<file path="src/rtl/rjb_pkg.sv">
package rjb_pkg;

    localparam int BUF_BYTES_DEF    = 4096;
    localparam int MAX_DATAGRAM_DEF = 1600;
    localparam int RTP_HDR_BYTES    = 12;
    localparam int MAX_GRANT        = 4095;
    localparam int QUEUE_DEPTH      = 2;

    localparam logic [11:0] PLAY_THR_RST   = 12'd3072;
    localparam logic [11:0] REFILL_THR_RST = 12'd1024;

    // input commands
    localparam logic [1:0] CMD_HEADER  = 2'd0;
    localparam logic [1:0] CMD_PAYLOAD = 2'd1;
    localparam logic [1:0] CMD_READ    = 2'd2;
    localparam logic [1:0] CMD_POP     = 2'd3;

    // result status codes
    localparam logic [2:0] ST_OK        = 3'd0;
    localparam logic [2:0] ST_BAD_LEN   = 3'd1;
    localparam logic [2:0] ST_DUP       = 3'd2;
    localparam logic [2:0] ST_FULL      = 3'd3;
    localparam logic [2:0] ST_NOT_READY = 3'd4;

    // configuration register indexes
    localparam logic CFG_PLAY_THR   = 1'b0;
    localparam logic CFG_REFILL_THR = 1'b1;

    typedef struct packed {
        logic [1:0]  cmd;
        logic [15:0] seq_num;
        logic [10:0] packet_length;
        logic [15:0] sample_word;
        logic [12:0] request_length;
    } t_in_word;

    typedef struct packed {
        logic [2:0]  status;
        logic        seq_gap;
        logic [11:0] granted_bytes;
        logic [7:0]  data_byte;
        logic        data_valid;
        logic [11:0] fill_level;
        logic        playing;
    } t_out_word;

    typedef enum logic [2:0] {
        OP_HEADER_BAD,
        OP_HEADER,
        OP_PAYLOAD,
        OP_READ,
        OP_POP
    } t_op;

    // classified word handed from front to back
    typedef struct packed {
        t_op         op;
        logic [15:0] seq_num;
        logic [7:0]  first_byte;
        logic [7:0]  second_byte;
        logic [12:0] request_length;
    } t_qword;

endpackage

</file>
<file path="src/rtl/rjb_front.sv">
module rjb_front #(
    parameter int MAX_DATAGRAM = 1600
) (
    input  rjb_pkg::t_in_word i_in_word,
    output rjb_pkg::t_qword   o_q_word
);
    import rjb_pkg::*;

    logic bad_len;

    // length must be whole words, hold the fixed header, and fit a datagram
    assign bad_len = (i_in_word.packet_length[1:0] != 2'b00)
                  || (i_in_word.packet_length < 11'(RTP_HDR_BYTES))
                  || (int'(i_in_word.packet_length) > MAX_DATAGRAM);

    always_comb begin
        case (i_in_word.cmd)
            CMD_HEADER:  o_q_word.op = bad_len ? OP_HEADER_BAD : OP_HEADER;
            CMD_PAYLOAD: o_q_word.op = OP_PAYLOAD;
            CMD_READ:    o_q_word.op = OP_READ;
            default:     o_q_word.op = OP_POP;
        endcase
        o_q_word.seq_num        = i_in_word.seq_num;
        // halfword is swapped: low byte goes into the FIFO first
        o_q_word.first_byte     = i_in_word.sample_word[7:0];
        o_q_word.second_byte    = i_in_word.sample_word[15:8];
        o_q_word.request_length = i_in_word.request_length;
    end

endmodule

</file>
<file path="config.mk">
export PLATFORM = sky130hd
export DESIGN_NAME = rjb_front
export DESIGN_NICKNAME = d
export VERILOG_FILES = /design/src/rtl/rjb_pkg.sv /design/src/rtl/rjb_front.sv
export SDC_FILE = /design/constraint.sdc
export NUM_CORES = 1
export LEC_CHECK = 0
export ABC_AREA = 1
export BUFFER_PORTS_ARGS = -buffer_cell sky130_fd_sc_hd__buf_2
export CORE_ASPECT_RATIO = 1.4
export CORE_UTILIZATION = 25
export DETAILED_ROUTE_END_ITERATION = 6
export PLACE_DENSITY_LB_ADDON = 0.15
export SYNTH_ARGS = -nofsm -noshare
export SYNTH_HDL_FRONTEND = slang
export SYNTH_SLANG_ARGS = --single-unit
</file>
<file path="constraint.sdc">
create_clock -name vclk -period 0.8
set_input_delay 0 -clock vclk [all_inputs]
set_output_delay 0 -clock vclk [all_outputs]
set_load 0.01 [all_outputs]
</file>
Word-level counts from Yosys, hierarchy flattened
Cells that the tools add are included.
{"block": "totals", "out_inout_bits": 48, "elab_cells": 10, "reg_bits": 0, "in_bits": 58}
{"block": "op_classes", "muxes": 2, "order_cmp": 2, "n_reduce_logical": 4, "eq_ne": 2}
{"op": "11-bit greater-than comparator (second input constant)", "n": 1}
{"op": "11-bit by 4-bit less-than comparator with 1-bit output (second input constant)", "n": 1}
{"op": "3-bit one-hot mux with 3 select lines", "n": 1}
{"op": "2-bit by 1-bit == test with 1-bit output (second input constant)", "n": 1}
{"op": "2-bit == test (second input constant)", "n": 1}
{"op": "2-bit logical NOT", "n": 1}
{"op": "1-bit logical OR", "n": 2}
{"op": "2-bit nonzero test", "n": 1}
{"op": "1-bit two-way mux", "n": 1}

Depth between registers and ports, before layout
{"block": "logic_depth", "ltp_word": 5, "ltp_mapped": 7, "mapped_depth_nobuf": 7}

Least setup slack after synthesis
OpenSTA, ideal clock, no wires.
{"block": "synth_path", "path_type": "in2out", "from": "input port i_in_word[56] (netlist name)", "to": "output port o_q_word[45] (netlist name)", "setup_slack_ps": 272, "arrival_time_ps": 528, "required_time_ps": 800, "path_stages": 6, "path_buffers": 0, "path_cell_list": "inv_1 > ha_1 > nand2_1 > nor3_1 > nand3_1 > nand2_1"}
{"element": "start: declaration", "line": "rjb_front.sv:4", "text": "input rjb_pkg::t_in_word i_in_word,"}
{"element": "end: declaration", "line": "rjb_front.sv:5", "text": "output rjb_pkg::t_qword o_q_word"}

==> flow_metrics.py <==
metrics = {
    "sta": {
        "hold_slack_ns": 0.000003744,
        "fin_crit_ns": 0.7522,
        "hold_violations": 0,
        "relSlewSlack_pct": 91.48,
        "post-route-period-util_pct": 94.02,
        "finalMaxSlewViolations": 0,
        "tightest_slew_ns": 0.1271,
        "rsz0062_at_grt": "yes",
        "setup_viol": 0,
        "max_freq_ghz": 1.329,
    },
    "setup_path": {
        "path_cells": "buf_8, inv_6, ha_4, nand2_2, nor3_2, nand3_1, nand2_1, buf_2",
        "criticalPathCategory": "input pin to output port",
        "cp_max_fo": 2,
        "worst_path_max_delay_cell": "nor3_2",
        "critPathBufInv": 3,
        "critPathArrivalTime_ns": 0.75,
        "worstSetupStartpointType": "input pin",
        "endpoint_kind": "output port",
        "cp.required_ns": 0.80,
        "crit_family": "simple AND/OR/NAND/NOR gates",
        "slowest_delay_ns": 0.16,
    },
    "routing": {
        "drt-initial-drc-count": 1,
        "wl_per_cell_um": 8.957,
        "ant_nets": 0,
        "drt-vias-per-instance": 4.000,
        "firstDrtPassIters": 3,
        "drc": 0,
        "vias": 276,
        "routed_wl_um": 618,
    },
    "die": {
        "fp-row-count": 18,
        "core_area_sq_mm": 0.001802,
        "die_w_um": 39.20,
        "die_y_um": 54.08,
        "die-area_sq_mm": 0.002119,
        "pin_count": 106,
        "start_util_pct": 26.87,
    },
    "global_route": {
        "grt_pass1_vias": 237,
        "antenna_found_initial": 0,
        "grt_max_degree": 3,
        "grt_pass1_wl_um": 848,
        "grt.overflow.total": 0,
        "grt_util_all_layers_pct": 5.263,
    },
    "cells_and_area": {
        "fin_cells": 69,
        "nFlopsAndLatches": 0,
        "n_clock_buffer": 0,
        "multiInputGateArea_sq_um": 132.6,
        "fillers": 215,
        "final_nets": 111,
        "area_delta_synth_final_pct": -36.18,
        "drive_gt1_share_pct": 48.98,
        "regArea_sq_um": 0,
        "final_area_sq_um": 309.0,
        "diodes": 0,
    },
    "logic_synthesis": {
        "syn_nets": 137,
        "synthAdderAreaFrac_pct": 5.168,
        "syn-cell-area_sq_um": 484.2,
        "synthCells": 77,
        "yosysWarnings": 0,
        "synth-xor-area-share_pct": 0,
        "synth_top_area_share_pct": 69.77,
        "ys_seq_area_share_pct": 0,
        "synth_compound_gate_area_share_pct": 1.034,
        "synth_simple_gate_area_share_pct": 17.05,
        "synth_top_family_by_area": "buffers and inverters",
        "postSynthAreaPerCell_sq_um": 6.288,
        "yosysTopAreaCell": "buf_4",
        "yosysUniqueCellTypes": 9,
        "yosys-top-cells-area": "buf_4 70%, nand2_1 10%, inv_1 7.0%, ha_1 5.2%, nor2_2 2.6%",
        "synthMuxAreaShare_pct": 0,
    },
    "outcome": {
        "status": "finished clean",
    },
    "min_path": {
        "holdPathStages": 0,
        "holdCritStartpoint": "i_in_word[28]",
        "hold_end": "o_q_word[20]",
        "hold_class": "input pin to output port",
    },
    "cts": {
        "cts_hold_buf": 0,
        "cts_setup_buffers": 0,
    },
    "power_and_ir_drop": {
        "power_density_mw_per_mm2": 390.3,
        "p_leak_uw": 0.0001778,
        "irDropWorstVdd_v": 0.00009598,
    },
    "placed_design": {
        "placed_cells": 69,
        "io_buffers": 16,
        "placed_area_sq_um": 259.0,
        "hpwl_um": 524.4,
        "gp_congestion": 0.6089,
    },
    "run": {
        "maxCapViolCount": 0,
    },
}
through the flow:
stage | setup TNS (ns) | util, % | power [uW] | setup WS (ns)
floorplan | 0 | - | 275.1 | 0.2716
global route | -0.02052 | 17.15 | 137.7 | -0.02052
detailed placement | -0.02172 | 14.37 | 97.25 | -0.02172
CTS | 0 | 14.65 | 99.42 | 0.02604
finish | 0 | 17.15 | 120.6 | 0.04783
global placement | 0 | 14.37 | 99.45 | 0.02337
timing repair:
item	CTS	global route
endpoints found under the setup margin	1	1
gates resized for setup	1	13
pin swaps	0	5
cell families (layout without fill, tap and decap cells):
group,after synthesis,count (layout)
adder cells (fa/ha/maj),2,2
AND/OR/NAND/NOR,20,20
AO/OA/AOI/OAI,1,1
buffers and inverters,54,26
cells in the final DEF, fill, tap and decap left out:
master    n
ha_1      1
buf_8     2
a21oi_1   1
nor3_2    1
nor2_1    3
nand2_2   1
inv_6     2
ha_4      1
buf_4     1
nor2_2    2
buf_2    14
nand2_1  12
inv_1     7
nand3_1   1
synth_stat cells (all sizes together):
cell and number:
buf 45, nand2 13, nand3 1, a21oi 1, nor3 1, nor2 5
ha 2, inv 9
layer usage:
metal	global-route usage, %	vias to the layer above	part of all wire (%)
met2	8.611	31	41
met1	4.412	108	31
li1	-	125	-
met4	6.322	0	7.1
met5	0	-	0
met3	1.653	12	21
cell type report:
type,instances,area share (%)
Multi-Input combinational cell,23,42.91
Tap cell,20,8.097
Timing Repair Buffer,17,34.82
Inverter,9,14.17
worst max-delay path by stage:
stage | from | endpoint | slack (ns) | cells after the start
2_1_floorplan | i_in_word[56] | o_q_word[45] | 0.27 | 6
3_3_place_gp | i_in_word[56] | o_q_word[45] | 0.02 | 8
3_5_place_dp | i_in_word[56] | o_q_word[45] | -0.02 | 8
4_1_cts | i_in_word[56] | o_q_word[45] | 0.03 | 8
5_1_grt | i_in_word[57] | o_q_word[45] | -0.02 | 8
6_report | i_in_word[57] | o_q_word[45] | 0.05 | 8
where the power goes:
part | internal (uW) | switching, uW
sequential | 0 | 0
clock | 0 | 0
combinational | 64.0 | 56.7
total | 64.0 | 56.7
Power figures use the tool's default switching activity.
