===== src/rtl/rjb_pkg.sv =====
package rjb_pkg;

    localparam int BUF_BYTES_DEF    = 4096;
    localparam int MAX_DATAGRAM_DEF = 1600;
    localparam int RTP_HDR_BYTES    = 12;
    localparam int MAX_GRANT        = 4095;
    localparam int QUEUE_DEPTH      = 2;

    localparam logic [11:0] PLAY_THR_RST   = 12'd3072;
    localparam logic [11:0] REFILL_THR_RST = 12'd1024;

    // input commands
    localparam logic [1:0] CMD_HEADER  = 2'd0;
    localparam logic [1:0] CMD_PAYLOAD = 2'd1;
    localparam logic [1:0] CMD_READ    = 2'd2;
    localparam logic [1:0] CMD_POP     = 2'd3;

    // result status codes
    localparam logic [2:0] ST_OK        = 3'd0;
    localparam logic [2:0] ST_BAD_LEN   = 3'd1;
    localparam logic [2:0] ST_DUP       = 3'd2;
    localparam logic [2:0] ST_FULL      = 3'd3;
    localparam logic [2:0] ST_NOT_READY = 3'd4;

    // configuration register indexes
    localparam logic CFG_PLAY_THR   = 1'b0;
    localparam logic CFG_REFILL_THR = 1'b1;

    typedef struct packed {
        logic [1:0]  cmd;
        logic [15:0] seq_num;
        logic [10:0] packet_length;
        logic [15:0] sample_word;
        logic [12:0] request_length;
    } t_in_word;

    typedef struct packed {
        logic [2:0]  status;
        logic        seq_gap;
        logic [11:0] granted_bytes;
        logic [7:0]  data_byte;
        logic        data_valid;
        logic [11:0] fill_level;
        logic        playing;
    } t_out_word;

    typedef enum logic [2:0] {
        OP_HEADER_BAD,
        OP_HEADER,
        OP_PAYLOAD,
        OP_READ,
        OP_POP
    } t_op;

    // classified word handed from front to back
    typedef struct packed {
        t_op         op;
        logic [15:0] seq_num;
        logic [7:0]  first_byte;
        logic [7:0]  second_byte;
        logic [12:0] request_length;
    } t_qword;

endpackage


===== src/rtl/rjb_queue.sv =====
module rjb_queue (
    input  logic            i_clk,
    input  logic            i_rst_n,
    input  logic            i_valid,
    output logic            o_ready,
    input  rjb_pkg::t_qword i_word,
    output logic            o_valid,
    input  logic            i_ready,
    output rjb_pkg::t_qword o_word
);
    import rjb_pkg::*;

    localparam int QPW = (QUEUE_DEPTH > 1) ? $clog2(QUEUE_DEPTH) : 1;

    t_qword           r_buf [QUEUE_DEPTH];
    logic [QPW-1:0]   r_wptr;
    logic [QPW-1:0]   r_rptr;
    logic [QPW:0]     r_count;
    logic             push;
    logic             pop;

    assign o_ready = (r_count != (QPW+1)'(QUEUE_DEPTH));
    assign o_valid = (r_count != '0);
    assign o_word  = r_buf[r_rptr];
    assign push    = i_valid && o_ready;
    assign pop     = o_valid && i_ready;

    always_ff @(posedge i_clk) begin
        if (!i_rst_n) begin
            r_wptr  <= '0;
            r_rptr  <= '0;
            r_count <= '0;
        end else begin
            if (push) begin
                r_wptr <= (r_wptr == QPW'(QUEUE_DEPTH - 1)) ? '0 : r_wptr + 1'b1;
            end
            if (pop) begin
                r_rptr <= (r_rptr == QPW'(QUEUE_DEPTH - 1)) ? '0 : r_rptr + 1'b1;
            end
            if (push && !pop) begin
                r_count <= r_count + 1'b1;
            end else if (pop && !push) begin
                r_count <= r_count - 1'b1;
            end
        end
    end

    always_ff @(posedge i_clk) begin
        if (push) begin
            r_buf[r_wptr] <= i_word;
        end
    end

endmodule


===== config.mk =====
export PLATFORM = sky130hd
export DESIGN_NAME = rjb_queue
export DESIGN_NICKNAME = d
export VERILOG_FILES = /design/src/rtl/rjb_pkg.sv /design/src/rtl/rjb_queue.sv
export SDC_FILE = /design/constraint.sdc
export NUM_CORES = 1
export LEC_CHECK = 0
export BUFFER_PORTS_ARGS = -buffer_cell sky130_fd_sc_hd__buf_2
export CORE_UTILIZATION = 35
export DETAILED_ROUTE_END_ITERATION = 8
export PLACE_DENSITY_LB_ADDON = 0.25
export RECOVER_POWER = 50
export SLEW_MARGIN = 20
export SYNTH_ARGS = -nofsm -noshare
export SYNTH_HDL_FRONTEND = slang
export SYNTH_SLANG_ARGS = --single-unit

===== constraint.sdc =====
create_clock -name i_clk -period 2 [get_ports i_clk]
set_input_delay 0.4 -clock i_clk [delete_from_list [all_inputs] [get_ports i_clk]]
set_output_delay 0.4 -clock i_clk [all_outputs]
set_load 0.01 [all_outputs]

After elaboration in Yosys (flattened, before gate mapping)
Memories as Yosys holds them, arrays and structs flattened. A register that Yosys moved wholly into a read port is not among the register bits.
Cells that the tools add are included.
- flip-flop bits (word level): 4
- memory bits (writable): 96
- input bits: 52
- output and inout port bits: 50
- logic and storage cells: 25
- memories kept: 1
- add/sub/neg operators: 4
- eq/ne operators: 1
- multiplexer cells: 8
- reduce and logical (&&, ||, !) cells: 8
- memory list (name ; words ; width ; rd ports ; clocked after Yosys merged registers in ; wr ports ; RTL line ; source):
    r_buf ; 2 ; 48 ; 1 ; 1 ; 1 ; rjb_queue.sv:15 ; t_qword r_buf [QUEUE_DEPTH];
- operators by type and width (operator ; number):
    1-bit two-way mux ; 6
    1-bit logical AND ; 4
    2-bit two-way mux ; 2
    2-bit nonzero test ; 2
    1-bit adder, second input constant ; 2
    2-bit by 1-bit adder with 2-bit output, second input constant ; 1
    1-bit zero test ; 2
    2-bit inequality test, second input constant ; 1
    2-bit by 1-bit subtractor with 2-bit output, second input constant ; 1

Depth between registers and ports, before layout
- depth after elaboration: 6
- mapped depth: 6
- depth with buffers taken out: 6

Worst setup path before layout
OpenSTA, ideal clock, no wires.
- path type: reg2reg
- from: register r_count[0]
- to: memory r_buf[1][0] (netlist bit) (enable)
- setup time: 0.411 ns
- arrival time: 1.768 ns
- required time: 1.589 ns
- path slack: -0.179 ns
- stages on the path, launching flop included: 3
- buffers on the path: 0
- period minus slack after synthesis: 2.179 ns
- cell sequence: dfxtp_1 nand2b_4 and3_1
- longest elaborated chain between the ends: 4
- RTL lines (what ; RTL line ; source):
    start, declared ; rjb_queue.sv:18 ; logic [QPW:0] r_count;
    start signal, assigned ; rjb_queue.sv:41 ; r_count <= r_count + 1'b1;
    start signal, assigned ; rjb_queue.sv:43 ; r_count <= r_count - 1'b1;
    2-bit inequality test ; rjb_queue.sv:22 ; assign o_ready = (r_count != (QPW+1)'(QUEUE_DEPTH));
    named net o_ready ; rjb_queue.sv:5 ; output logic o_ready,
    1-bit logical AND ; rjb_queue.sv:25 ; assign push = i_valid && o_ready;
    1-bit two-way mux ; rjb_queue.sv:49 ; if (push) begin
    1-bit two-way mux (implied by the code) ; rjb_queue.sv:50 ; r_buf[r_wptr] <= i_word;
    end, declared ; rjb_queue.sv:15 ;
The timed path passes the listed nets, and every way through them passes these cells.

==> flow_summary.yaml <==
timing:
  final_hold_viol_count: 0
  relSlewSlack: 0.605
  whs_ns: 0.214
  fin_skew_ns: 0.00609
  setup-tns-final_ns: 0
  fin_crit_sh: 0.949
  rsz0062_at_grt: "no"
  maxSlewViolCount: 0
  setup_slack_ns: 0.102
  fmax_ghz: 0.527
  final-setup-viol-count: 0
  tightest_slew_ns: 0.593
  fin_crit_ns: 1.90
clocking:
  cts_sinks: 101
  clockBufferDepth: 2
  numCtsBuffers: 9
  htree_levels: 3
  clk_pin_slew_ns: 0.10
  insertion_delay_ns: 0.36
  cts_hold_buf: 0
  cts_tree: "built"
  cts-root-buf: "clkbuf_8"
floorplan:
  start_util: 0.361
  io_pins: 102
  die_w_um: 105
  fp.coreArea_mm2: 0.0103
  dieHeight_um: 105
  die_area_mm2: 0.0110
  rows: 37
worst_setup_path:
  worstPathRequired_ns: 1.60
  end_kind: "primary output"
  path_max_fanout: 23
  start_kind: "flip-flop"
  reg2reg_depth: 4
  path_class: "flip-flop to primary output"
  arrival_ns: 1.50
grt:
  grt_use_met2: 0.189
  gr-usage-met3: 0.0499
  met1_usage: 0.136
  top_usage_layer: "met2"
  grtUsageTotal: 0.118
  grt_first_pass_wirelength_um: 9480
  grt_max_degree: 27
  grt_pass1_vias: 1964
  antenna_found_initial: 0
  grt_overflow: 0
finish:
  nets: 344
  seq_area_mm2: 0.00299
  fin_area_mm2: 0.00461
  n_fill_cell: 945
  antenna_cells: 0
  synthToLayoutAreaGrowth_pct: 24.3
  multi_input_area_um2: 673
  drive_above_1_share: 0.554
route:
  vias: 1905
  drc_errors: 0
  via_per_inst: 4.41
  wl_per_cell_um: 14.3
  ant_nets: 0
  dr.pass1.iters: 4
  drt-initial-drc-count: 54
  wl_um: 6160
place:
  post-place-ws_ns: 0.357
  io_buffers: 101
  gp_congestion: 0.695
  hpwlAfterDp_um: 4090
  placed_area_mm2: 0.00442
synth:
  synth_edf_count: 96
  yosys.area.top_type_share: 0.778
  synthTopCellsByCount: "edfxtp_1 (96), mux2_2 (48), dfxtp_1 (5)"
  syn_nets: 226
  ys_seq_area_frac: 0.805
  synth_area_leaders: "edfxtp_1 (78%), mux2_2 (15%), dfxtp_1 (2.7%)"
  yosys_warnings: 0
  synthesis.instances: 173
  ys_async_sr_fraction: 0
  yosysTopAreaCell: "edfxtp_1"
  ys.flop_type: "edfxtp_1"
  synth.most_common_cell: "edfxtp_1"
  yosysUniqueCellTypes: 21
  syn-cell-area_mm2: 0.00371
  ys_ff_latch: 101
  syn_avg_cell_area_um2: 21.4
run_status:
  status: "finished clean"
flow_run:
  drv_cap: 0
hold_path:
  hp-class: "input pin to flip-flop"
  whs_path_depth: 1
power:
  ir_drop_mv: 0.508
  powerDensity_mw_per_mm2: 1170
  power.leakage_nw: 1.67
  power_mw: 5.39
==> cell families (layout without fill, tap and decap cells) <==
group,count (synthesis),in the layout,share of synthesized area
compound gates,5,5,0.00945
xor+xnor,3,3,0.00709
fa+ha+maj,1,1,0.00338
buf+inv,6,129,0.0118
flops,101,101,0.805
mux,48,48,0.146
simple gates,9,9,0.0176
==> metrics by stage <==
| stage | utilization | cells |
|---|---|---|
| 6_report | 0.448 | 432 |
| 5_1_grt | 0.448 | 432 |
| 4_1_cts | 0.448 | 427 |
| 3_5_place_dp | 0.430 | 411 |
| 3_3_place_gp | 0.430 | 411 |
| 2_1_floorplan | - | 173 |
==> sequential cells by signal, summed over array words and instances, names as in the netlist, named ones only <==
name / flops
r_count: 2
r_rptr: 1
r_buf: 96
r_wptr: 1
==> critical path, stage by stage, from the launching register on <==
cell	delay (ns)
dfxtp_4	0.43
buf_12	0.19
mux2_2	0.35
buf_2	0.14
==> placed cells by master (no fill, tap or decap) <==
master      instances
or3_1               1
clkinv_2            1
clkbuf_8            9
nand3b_1            1
clkinv_4            2
o21ai_0             2
xnor2_1             2
clkbuf_2            2
a21boi_1            1
mux2_2             48
nand2b_1            1
inv_6               2
a21bo_2             1
and2_1              2
dfxtp_1             4
inv_8               1
buf_1               1
buf_12              2
dfxtp_4             1
edfxtp_1           96
clkinvlp_4          2
clkbuf_1           16
buf_4               7
a21boi_0            1
ha_1                1
and3_2              1
buf_2              84
and2_0              2
or2_2               1
xor2_1              1
==> timing repair <==
| item | 4_1_cts | 5_1_grt |
|---|---|---|
| setup buffers | 0 | 5 |
| endpoints found under the setup margin | 40 | 12 |
| resized for setup | 1 | 0 |
==> power breakdown <==
group	switching [mW]	internal (mW)
clock network	0.720	0.472
logic	0.710	0.747
registers	0.0973	2.65
==> layout make-up <==
cell class	instances	area share
Tap cell	136	0.0369
Clock inverter	7	0.0128
Clock buffer	9	0.0269
Multi-Input combinational cell	66	0.146
Inverter	1	0.00163
Sequential cell	101	0.648
Timing Repair Buffer	112	0.127
==> metal layers <==
metal	up-vias	share of wire	wire, um
li1	912	-	-
met2	68	0.50	3060
met5	-	0	0
met3	7	0.073	447
met1	918	0.41	2550
met4	0	0.017	107
==> worst paths after layout <==
| kind | startpoint | end | slack [ns] |
|---|---|---|---|
| worst min-delay path | i_word[15] | r_buf[1][15] | 0.21 |
| worst max register to register | r_count[0] | r_buf[0][10] | 0.26 |
| worst min register to register | r_count[1] | r_count[1] | 0.52 |
| worst max-delay path | flip-flop | o_word[14] | 0.10 |
(Power assumes the default switching activity.)
